[config.mk]
export PLATFORM = sky130hd
export DESIGN_NAME = stepper_ramp_step_generator
export DESIGN_NICKNAME = d
export VERILOG_FILES = /design/src/sv/srsg_pkg.sv /design/src/sv/stepper_ramp_step_generator.sv
export SDC_FILE = /design/constraint.sdc
export NUM_CORES = 2
export LEC_CHECK = 0
export ABC_AREA = 1
export BUFFER_PORTS_ARGS = -buffer_cell sky130_fd_sc_hd__buf_2
export CAP_MARGIN = 5
export CORE_AREA = 2 2 220 222
export CTS_CLUSTER_DIAMETER = 200
export DETAILED_ROUTE_END_ITERATION = 7
export DIE_AREA = 0 0 222 224
export HOLD_SLACK_MARGIN = 0.02
export PLACE_DENSITY = 0.82
export SLEW_MARGIN = 10
export SYNTH_ARGS = -nofsm -noshare
export SYNTH_HDL_FRONTEND = slang
export SYNTH_SLANG_ARGS = --single-unit
[constraint.sdc]
create_clock -name aclk -period 9.3 [get_ports aclk]
set_input_delay 1.86 -clock aclk [delete_from_list [all_inputs] [get_ports aclk]]
set_output_delay 1.86 -clock aclk [all_outputs]
set_load 0.01 [all_outputs]
[src/sv/srsg_pkg.sv]
// Shared types and constants of the stepper ramp step generator.
package srsg_pkg;

    // Field widths of the stream words
    localparam int TGT_W    = 16;
    localparam int SPEED_W  = 16;
    localparam int PER_US_W = 20;
    localparam int DEG_W    = 16;
    localparam int M_DATA_W = 56;

    // Serial divider: dividend and divisor widths, step counter width
    localparam int DIV_W     = 27;
    localparam int DEN_W     = 24;
    localparam int DIV_CNT_W = 5;

    localparam int US_PER_SEC  = 1000000;
    localparam int DEG_PER_REV = 360;
    localparam int SPEED_LIMIT = 32767;

    // Register index codes (byte address 4*index)
    localparam logic [2:0] REG_ACCEL_LIMIT  = 3'd0;
    localparam logic [2:0] REG_FWD_POLARITY = 3'd1;
    localparam logic [2:0] REG_MAX_SPEED    = 3'd2;
    localparam logic [2:0] REG_STEPS_REV    = 3'd3;
    localparam logic [2:0] REG_MICROSTEP    = 3'd4;

    // Result word, step_pulse in bit 0
    typedef struct packed {
        logic [DEG_W-1:0]    deg;
        logic [PER_US_W-1:0] period;
        logic [SPEED_W-1:0]  speed;
        logic                dir;
        logic                pulse;
    } out_word_t;

endpackage

[src/sv/stepper_ramp_step_generator.sv]
// Stepper step-rate generator with acceleration limit, APB config and stream ports.
//
// Each input word is either a 1 us tick (s_axis_tuser = 0) or a speed command
// (s_axis_tuser = 1, target in deg/s in s_axis_tdata). A command clips the target
// to +/-max_speed_deg, converts it to steps/s (truncated, saturated to +/-32767),
// moves the ramped speed toward it by at most accel_limit, updates the direction
// line (held at zero speed) and recomputes the step period 1000000 / (|speed| *
// microstep_factor). A tick runs the step countdown and emits one step pulse every
// period + 1 ticks. Every input word produces exactly one result word carrying the
// pulse, direction, speed, period and speed in deg/s. All three quotients share one
// restoring divider that retires one quotient bit per cycle. A word is taken only in
// the idle state, once the last is through; a tick runs the degree division, a command
// also the target and period divisions, the latter skipped when its divisor is zero.
// The result sits in an output register, so the next word is accepted while it waits.
// The user must write the configuration registers only while the block is idle; the block does not enforce this.
module stepper_ramp_step_generator #(
    parameter int PERIOD_BITS = 20
) (
    input  logic        aclk,
    input  logic        aresetn,
    // input stream
    input  logic        s_axis_tvalid,
    output logic        s_axis_tready,
    input  logic [15:0] s_axis_tdata,   // [15:0] target_speed_deg
    input  logic        s_axis_tuser,   // [0] mode: 0 tick, 1 command
    // result stream
    output logic        m_axis_tvalid,
    input  logic        m_axis_tready,
    // [0] step_pulse, [1] direction_level, [17:2] speed_steps,
    // [37:18] period_us, [53:38] current_speed_deg, [55:54] zero
    output logic [55:0] m_axis_tdata,
    // configuration
    input  logic        psel,
    input  logic        penable,
    input  logic        pwrite,
    input  logic [4:0]  paddr,
    input  logic [31:0] pwdata,
    output logic [31:0] prdata,
    output logic        pready
);

    // Sequencer codes
    localparam logic [3:0] ST_IDLE    = 4'd0;
    localparam logic [3:0] ST_CLIP    = 4'd1;
    localparam logic [3:0] ST_TGT_MUL = 4'd2;
    localparam logic [3:0] ST_TGT_DIV = 4'd3;
    localparam logic [3:0] ST_RAMP    = 4'd4;
    localparam logic [3:0] ST_PER_MUL = 4'd5;
    localparam logic [3:0] ST_PER_DIV = 4'd6;
    localparam logic [3:0] ST_PER_SAT = 4'd7;
    localparam logic [3:0] ST_DEG_MUL = 4'd8;
    localparam logic [3:0] ST_DEG_DIV = 4'd9;
    localparam logic [3:0] ST_OUT     = 4'd10;

    localparam int QX_W = PERIOD_BITS + srsg_pkg::DIV_W;
    localparam logic [QX_W-1:0] PMASK_EXT = QX_W'((64'd1 << PERIOD_BITS) - 64'd1);

    // Configuration registers
    logic [10:0] accel_reg,  accel_next;
    logic        pol_reg,    pol_next;
    logic [14:0] max_deg_reg, max_deg_next;
    logic [11:0] spr_reg,    spr_next;
    logic [8:0]  ustep_reg,  ustep_next;

    // Control and motion state
    logic [3:0]               state_reg, state_next;
    logic signed [15:0]       ramped_reg, ramped_next;
    logic [PERIOD_BITS-1:0]   period_reg, period_next;
    logic [PERIOD_BITS-1:0]   countdown_reg, countdown_next;
    logic                     dir_reg, dir_next;
    logic                     pulse_reg, pulse_next;
    logic                     out_valid_reg, out_valid_next;
    srsg_pkg::out_word_t      out_reg, out_next;

    // Command working registers
    logic signed [15:0] tgt_reg, tgt_next;
    logic [14:0]        mag_reg, mag_next;
    logic               neg_reg, neg_next;

    // Serial divider
    logic [srsg_pkg::DIV_W-1:0]     div_num_reg, div_num_next;
    logic [srsg_pkg::DEN_W-1:0]     div_den_reg, div_den_next;
    logic [srsg_pkg::DEN_W:0]       div_rem_reg, div_rem_next;
    logic [srsg_pkg::DIV_W-1:0]     div_quo_reg, div_quo_next;
    logic [srsg_pkg::DIV_CNT_W-1:0] div_cnt_reg, div_cnt_next;

    logic                     apb_wr;
    logic                     s_accept;
    logic signed [15:0]       lim_s, clip_val;
    logic [15:0]              clip_abs;
    logic [srsg_pkg::DIV_W-1:0] tgt_prod;
    logic [srsg_pkg::DEN_W:0] rem_sh;
    logic [srsg_pkg::DEN_W+1:0] trial;
    logic                     div_fits;
    logic                     div_run;
    logic [14:0]              q_sat;
    logic signed [15:0]       desired;
    logic signed [16:0]       diff, acc_s;
    logic signed [15:0]       ramp_val;
    logic [15:0]              ramp_abs;
    logic [14:0]              rmag;
    logic [srsg_pkg::DEN_W-1:0] per_prod, deg_num;
    logic [QX_W-1:0]          quo_ext;
    logic [PERIOD_BITS-1:0]   period_sat;
    logic [PERIOD_BITS+19:0]  per_ext;
    logic signed [15:0]       deg_val;

    assign pready        = 1'b1;
    assign apb_wr        = psel & penable & pwrite;
    assign s_axis_tready = (state_reg == ST_IDLE);
    assign s_accept      = s_axis_tvalid & s_axis_tready;
    assign m_axis_tvalid = out_valid_reg;
    assign m_axis_tdata  = {2'b00, out_reg};

    // Register read-back
    always_comb begin
        case (paddr[4:2])
            srsg_pkg::REG_ACCEL_LIMIT:  prdata = {21'd0, accel_reg};
            srsg_pkg::REG_FWD_POLARITY: prdata = {31'd0, pol_reg};
            srsg_pkg::REG_MAX_SPEED:    prdata = {17'd0, max_deg_reg};
            srsg_pkg::REG_STEPS_REV:    prdata = {20'd0, spr_reg};
            srsg_pkg::REG_MICROSTEP:    prdata = {23'd0, ustep_reg};
            default:                    prdata = 32'd0;
        endcase
    end

    // Datapath pieces
    always_comb begin
        // clip the command to +/-max_speed_deg
        lim_s = $signed({1'b0, max_deg_reg});
        if (tgt_reg < -lim_s) begin
            clip_val = -lim_s;
        end else if (tgt_reg > lim_s) begin
            clip_val = lim_s;
        end else begin
            clip_val = tgt_reg;
        end
        clip_abs = clip_val[15] ? 16'(-clip_val) : 16'(clip_val);
        tgt_prod = srsg_pkg::DIV_W'(mag_reg) * srsg_pkg::DIV_W'(spr_reg);

        // one restoring division step
        rem_sh   = {div_rem_reg[srsg_pkg::DEN_W-1:0], div_num_reg[srsg_pkg::DIV_W-1]};
        trial    = {1'b0, rem_sh} - {2'b00, div_den_reg};
        div_fits = ~trial[srsg_pkg::DEN_W+1];

        // quotient saturated to the speed limit
        q_sat = (div_quo_reg > srsg_pkg::DIV_W'(srsg_pkg::SPEED_LIMIT)) ?
                15'(srsg_pkg::SPEED_LIMIT) : div_quo_reg[14:0];
        desired = neg_reg ? -$signed({1'b0, q_sat}) : $signed({1'b0, q_sat});

        // acceleration-limited ramp
        diff  = 17'(ramped_reg) - 17'(desired);
        acc_s = $signed({6'd0, accel_reg});
        if (diff > acc_s) begin
            ramp_val = 16'(17'(ramped_reg) - acc_s);
        end else if (diff < -acc_s) begin
            ramp_val = 16'(17'(ramped_reg) + acc_s);
        end else begin
            ramp_val = desired;
        end

        ramp_abs = ramped_reg[15] ? 16'(-ramped_reg) : 16'(ramped_reg);
        rmag     = ramp_abs[14:0];
        per_prod = srsg_pkg::DEN_W'(rmag) * srsg_pkg::DEN_W'(ustep_reg);
        deg_num  = srsg_pkg::DEN_W'(rmag) * srsg_pkg::DEN_W'(srsg_pkg::DEG_PER_REV);

        quo_ext    = QX_W'(div_quo_reg);
        period_sat = (quo_ext > PMASK_EXT) ? '1 : quo_ext[PERIOD_BITS-1:0];
        per_ext    = (PERIOD_BITS + 20)'(period_reg);

        if (spr_reg == 12'd0) begin
            deg_val = 16'sd0;
        end else if (ramped_reg[15]) begin
            deg_val = -$signed({1'b0, q_sat});
        end else begin
            deg_val = $signed({1'b0, q_sat});
        end
    end

    assign div_run = (state_reg == ST_TGT_DIV) || (state_reg == ST_PER_DIV) ||
                     (state_reg == ST_DEG_DIV);

    // Sequencer and next-state logic
    always_comb begin
        accel_next     = accel_reg;
        pol_next       = pol_reg;
        max_deg_next   = max_deg_reg;
        spr_next       = spr_reg;
        ustep_next     = ustep_reg;
        state_next     = state_reg;
        ramped_next    = ramped_reg;
        period_next    = period_reg;
        countdown_next = countdown_reg;
        dir_next       = dir_reg;
        pulse_next     = pulse_reg;
        out_valid_next = out_valid_reg & ~m_axis_tready;
        out_next       = out_reg;
        tgt_next       = tgt_reg;
        mag_next       = mag_reg;
        neg_next       = neg_reg;
        div_num_next   = div_num_reg;
        div_den_next   = div_den_reg;
        div_rem_next   = div_rem_reg;
        div_quo_next   = div_quo_reg;
        div_cnt_next   = div_cnt_reg;

        if (apb_wr) begin
            case (paddr[4:2])
                srsg_pkg::REG_ACCEL_LIMIT:  accel_next   = pwdata[10:0];
                srsg_pkg::REG_FWD_POLARITY: pol_next     = pwdata[0];
                srsg_pkg::REG_MAX_SPEED:    max_deg_next = pwdata[14:0];
                srsg_pkg::REG_STEPS_REV:    spr_next     = pwdata[11:0];
                srsg_pkg::REG_MICROSTEP:    ustep_next   = pwdata[8:0];
                default: ;
            endcase
        end

        if (div_run) begin
            div_num_next = {div_num_reg[srsg_pkg::DIV_W-2:0], 1'b0};
            div_rem_next = div_fits ? trial[srsg_pkg::DEN_W:0] : rem_sh;
            div_quo_next = {div_quo_reg[srsg_pkg::DIV_W-2:0], div_fits};
            div_cnt_next = div_cnt_reg - 1'b1;
        end

        case (state_reg)
            ST_IDLE: begin
                if (s_accept) begin
                    pulse_next = 1'b0;
                    if (s_axis_tuser) begin
                        tgt_next   = $signed(s_axis_tdata);
                        state_next = ST_CLIP;
                    end else begin
                        if (countdown_reg == '0) begin
                            if (period_reg != '0) begin
                                pulse_next     = 1'b1;
                                countdown_next = period_reg;
                            end
                        end else begin
                            countdown_next = countdown_reg - 1'b1;
                        end
                        state_next = ST_DEG_MUL;
                    end
                end
            end
            ST_CLIP: begin
                mag_next   = clip_abs[14:0];
                neg_next   = clip_val[15];
                state_next = ST_TGT_MUL;
            end
            ST_TGT_MUL: begin
                div_num_next = tgt_prod;
                div_den_next = srsg_pkg::DEN_W'(srsg_pkg::DEG_PER_REV);
                div_rem_next = '0;
                div_quo_next = '0;
                div_cnt_next = srsg_pkg::DIV_CNT_W'(srsg_pkg::DIV_W);
                state_next   = ST_TGT_DIV;
            end
            ST_TGT_DIV: begin
                if (div_cnt_reg == srsg_pkg::DIV_CNT_W'(1)) begin
                    state_next = ST_RAMP;
                end
            end
            ST_RAMP: begin
                ramped_next = ramp_val;
                if (ramp_val > 16'sd0) begin
                    dir_next = pol_reg;
                end else if (ramp_val < 16'sd0) begin
                    dir_next = ~pol_reg;
                end
                state_next = ST_PER_MUL;
            end
            ST_PER_MUL: begin
                if (per_prod == '0) begin
                    period_next = '0;
                    state_next  = ST_DEG_MUL;
                end else begin
                    div_num_next = srsg_pkg::DIV_W'(srsg_pkg::US_PER_SEC);
                    div_den_next = per_prod;
                    div_rem_next = '0;
                    div_quo_next = '0;
                    div_cnt_next = srsg_pkg::DIV_CNT_W'(srsg_pkg::DIV_W);
                    state_next   = ST_PER_DIV;
                end
            end
            ST_PER_DIV: begin
                if (div_cnt_reg == srsg_pkg::DIV_CNT_W'(1)) begin
                    state_next = ST_PER_SAT;
                end
            end
            ST_PER_SAT: begin
                period_next = period_sat;
                state_next  = ST_DEG_MUL;
            end
            ST_DEG_MUL: begin
                div_num_next = srsg_pkg::DIV_W'(deg_num);
                div_den_next = srsg_pkg::DEN_W'(spr_reg);
                div_rem_next = '0;
                div_quo_next = '0;
                div_cnt_next = srsg_pkg::DIV_CNT_W'(srsg_pkg::DIV_W);
                state_next   = ST_DEG_DIV;
            end
            ST_DEG_DIV: begin
                if (div_cnt_reg == srsg_pkg::DIV_CNT_W'(1)) begin
                    state_next = ST_OUT;
                end
            end
            ST_OUT: begin
                // wait here only while the previous word is still unclaimed
                if (!out_valid_reg || m_axis_tready) begin
                    out_next.pulse  = pulse_reg;
                    out_next.dir    = dir_reg;
                    out_next.speed  = ramped_reg;
                    out_next.period = per_ext[19:0];
                    out_next.deg    = deg_val;
                    out_valid_next  = 1'b1;
                    state_next      = ST_IDLE;
                end
            end
            default: begin
                state_next = ST_IDLE;
            end
        endcase
    end

    always_ff @(posedge aclk) begin
        if (!aresetn) begin
            accel_reg     <= 11'd32;
            pol_reg       <= 1'b1;
            max_deg_reg   <= 15'd720;
            spr_reg       <= 12'd200;
            ustep_reg     <= 9'd16;
            state_reg     <= ST_IDLE;
            ramped_reg    <= '0;
            period_reg    <= '0;
            countdown_reg <= '0;
            dir_reg       <= 1'b0;
            out_valid_reg <= 1'b0;
            div_cnt_reg   <= '0;
        end else begin
            accel_reg     <= accel_next;
            pol_reg       <= pol_next;
            max_deg_reg   <= max_deg_next;
            spr_reg       <= spr_next;
            ustep_reg     <= ustep_next;
            state_reg     <= state_next;
            ramped_reg    <= ramped_next;
            period_reg    <= period_next;
            countdown_reg <= countdown_next;
            dir_reg       <= dir_next;
            out_valid_reg <= out_valid_next;
            div_cnt_reg   <= div_cnt_next;
        end
    end

    // payload, no reset
    always_ff @(posedge aclk) begin
        pulse_reg   <= pulse_next;
        out_reg     <= out_next;
        tgt_reg     <= tgt_next;
        mag_reg     <= mag_next;
        neg_reg     <= neg_next;
        div_num_reg <= div_num_next;
        div_den_reg <= div_den_next;
        div_rem_reg <= div_rem_next;
        div_quo_reg <= div_quo_next;
    end

    // Checks
    a_pulse_has_period: assert property (@(posedge aclk) disable iff (!aresetn)
        (out_valid_reg && out_reg.pulse) |-> (out_reg.period != 20'd0))
        else $error("step pulse reported with a zero period");

    a_speed_symmetric: assert property (@(posedge aclk) disable iff (!aresetn)
        ramped_reg != 16'sh8000)
        else $error("ramped speed left the symmetric range");

    a_accept_leaves_idle: assert property (@(posedge aclk) disable iff (!aresetn)
        s_accept |=> (state_reg != ST_IDLE))
        else $error("accepted word did not start the sequencer");

    a_div_count_live: assert property (@(posedge aclk) disable iff (!aresetn)
        div_run |-> (div_cnt_reg != '0))
        else $error("divider running with an exhausted step count");

endmodule
==> flow_summary.json <==
{
  "rsz0062_at_grt": "false",
  "ys_seq_elements": 304,
  "synth-xor-area-share": 0.0350,
  "ir_drop_uv": 367,
  "hold_violations": 0,
  "regArea_um2": 7200,
  "crit_path_top_delay_cell": "fa_1",
  "core_um2": 47300,
  "finalSetupTns_ps": 0,
  "synth_compound_area_frac": 0.128,
  "drc": 0,
  "fmax_mhz": 119,
  "hp-class": "flop to flop",
  "crit_type": "flop to flop",
  "grt_max_degree": 98,
  "maxSlewHeadroom": 0.198,
  "grt_pass1_wl_um": 129000,
  "finalMaxSlewViolations": 0,
  "async_reset_ff_frac": 0,
  "synth_edf_count": 111,
  "vias_per_cell": 5.75,
  "endpoint_kind": "flop",
  "dpl.hpwl_um": 62400,
  "p_total_w": 0.00998,
  "cts_setup_buffers": 0,
  "syn2layout_area_growth_pct": 7.14,
  "synth_fa_ha_area_frac": 0.276,
  "r2r-end": "div_rem_reg[21]$_DFF_P_",
  "drtAntennaViolNets": 0,
  "power_leakage_nw": 15.8,
  "wire_per_inst_um": 17.2,
  "dieArea_um2": 49700,
  "die_x_um": 222,
  "drv_cap": 0,
  "status": "completed",
  "reg2regPathDepth": 39,
  "drt-pass1-iter-count": 7,
  "power_density_nw_per_um2": 310,
  "finalNetCount": 4568,
  "vias": 26600,
  "clk_latency_ps": 570,
  "drive_gt1_frac": 0.0679,
  "clockBufferDepth": 3,
  "grt_pass1_vias": 25700,
  "die_h_um": 224,
  "numCtsBuffers": 35,
  "crit_path_max_fanout": 22,
  "cp.required_ps": 9780,
  "syn_avg_cell_area_um2": 7.58,
  "cp-start-kind": "flop",
  "setup_viol": 0,
  "multiInputGateArea_um2": 19600,
  "cts_num_sinks": 304,
  "yosys_warnings": 0,
  "track_usage": 0.324,
  "fin_crit_sh": 0.903,
  "start_util": 0.634,
  "synth_simple_gate_area_share": 0.203,
  "min_to": "m_axis_tdata[0]$_DFFE_PP_",
  "syn-instance-count": 3961,
  "fill_cells": 3951,
  "clock_skew_ps": 25.2,
  "antenna_found_initial": 0,
  "h-tree-depth": 2,
  "std_cell_rows": 80,
  "cp.arrival_ps": 8870,
  "boundaryPins": 152,
  "cts_tree": "done",
  "hold_depth": 0,
  "diodes": 0,
  "reg2reg_slack_ps": 900,
  "synthMuxAreaShare": 0.00567,
  "worstMarginPinSlew_ps": 1190,
  "min_period_ps": 8400,
  "largest_register_ffs": 54,
  "netlist_area_um2": 30000,
  "synth_flop_cell": "dfxtp_1",
  "cpMostUsedCell": "inv_1",
  "ys_seq_area_frac": 0.240,
  "place_congestion": 0.983,
  "portBuffers": 112,
  "root_buffer": "clkbuf_16",
  "synth_top_family_by_area": "adder cells",
  "hp-start": "pulse_reg$_SDFFCE_PP0P_",
  "synth_cell_types": 59,
  "max_stage_delay_ps": 570,
  "routed_wl_um": 79900,
  "r2r-start": "ramped_reg[0]$_SDFFE_PN0P_",
  "drt_iter0_markers": 2595,
  "grt.overflow.total": 0,
  "path_clk_slew_ps": 60
}
[synth_stat cells (8+ instances only)]
library cell,number,share of area
nand2_1,762,0.095
inv_1,691,0.086
nor2_1,362,0.045
o21ai_0,279,0.046
a21oi_1,270,0.045
ha_1,263,0.11
fa_1,250,0.17
dfxtp_1,193,0.13
nand3_1,141,0.023
clkbuf_1,121,0.015
edfxtp_1,111,0.11
xor2_1,92,0.027
nand4_1,45,0.0094
nor3_1,34,0.0057
xnor2_1,28,0.0082
o211ai_1,24,0.0060
nand2_2,22,0.0046
buf_4,20,0.0050
nor4_1,20,0.0042
o22ai_1,20,0.0042
a211oi_1,17,0.0042
a31oi_1,17,0.0035
mux2i_1,17,0.0057
clkinv_1,16,0.0020
o21bai_1,15,0.0037
o221ai_1,13,0.0038
or2_2,13,0.0027
nand3_2,12,0.0040
o31ai_1,9,0.0022
nand3b_1,8,0.0020
[cell type report]
type                       count  area share
inverter                     713      0.0832
clock buffer                  48      0.0324
tap                          615      0.0239
sequential                   304       0.224
multi-input combinational   2805       0.608
timing repair buffer         135      0.0229
clock inverter                16     0.00579
[where the power goes]
group	switching [W]	leakage [nW]	total, W	internal, W
Clock	0.000604	0.603	0.00148	0.000880
Sequential	0.000307	2.58	0.00204	0.00173
Combinational	0.00419	12.6	0.00646	0.00226
Total	0.00510	15.8	0.00998	0.00488
[cell families after synthesis]
logic type	Yosys count
fa+ha+maj	513
buf+inv	870
simple gates	1438
mux	17
other cells	2
flops	304
compound gates	697
xor+xnor	120
[placed cells by master (no fill, tap or decap), types with 22 or more instances in the layout]
cell type and instances:
a21oi_1 269, dfxtp_1 193, edfxtp_1 111, nand4_1 45, o21ai_0 279, buf_2 112
xor2_1 92, nand3_1 140, fa_1 250, nor3_1 33, inv_1 690, nand2_1 761
nand2_2 23, o211ai_1 24, xnor2_1 28, buf_4 22, clkbuf_16 39, nor2_1 362
ha_1 263
[how the worst max path moves through the flow]
stage / end / startpoint / depth (start not counted) / slack, ps
floorplan: div_den_reg[0]$_DFFE_PP_ / ramped_reg[0]$_SDFFE_PN0P_ / 39 / 1520
global placement: div_cnt_reg[4]$_SDFF_PN0_ / ramped_reg[0]$_SDFFE_PN0P_ / 38 / 890
detailed placement: div_cnt_reg[0]$_SDFF_PN0_ / ramped_reg[0]$_SDFFE_PN0P_ / 38 / 720
CTS: div_cnt_reg[1]$_SDFF_PN0_ / ramped_reg[0]$_SDFFE_PN0P_ / 38 / 610
global route: div_num_reg[3]$_DFF_P_ / ramped_reg[1]$_SDFFE_PN0P_ / 40 / 110
finish: div_rem_reg[21]$_DFF_P_ / ramped_reg[0]$_SDFFE_PN0P_ / 39 / 900
[layer usage]
layer,global-route usage,share of wire
met1,0.417,0.41
met2,0.541,0.46
met3,0.0576,0.092
met4,0.137,0.044
met5,0,0
[metrics by stage]
| stage | area, um^2 | std cells | worst slack (ps) | util | hold WS, ps |
|---|---|---|---|---|---|
| 6_report | 32200 | 4636 | 902 | 0.680 | 418 |
| 5_1_grt | 32200 | 4636 | 109 | 0.680 | 434 |
| 4_1_cts | 32200 | 4636 | 612 | 0.679 | 419 |
| 3_5_place_dp | 30900 | 4572 | 719 | 0.653 | 405 |
| 3_3_place_gp | 30900 | 4572 | 888 | 0.653 | 403 |
| 2_1_floorplan | 30100 | 3979 | 1520 | - | 400 |
[worst max-delay path, delay by kind of cell, from the launching register on]
kind	cells	cell delay, ps
buffers and inverters	12	1610
AOI/OAI and AO/OA	8	1530
xor gates and xnor gates	2	670
adders and majority gates	6	2520
DFF	1	310
and+or+nand+nor	11	1670
[timing repair]
action	4_1_cts	5_1_grt
hold buffers	0	0
setup endpoints to repair	0	106
gates resized for setup	0	2
Power figures use the tool's default switching activity.
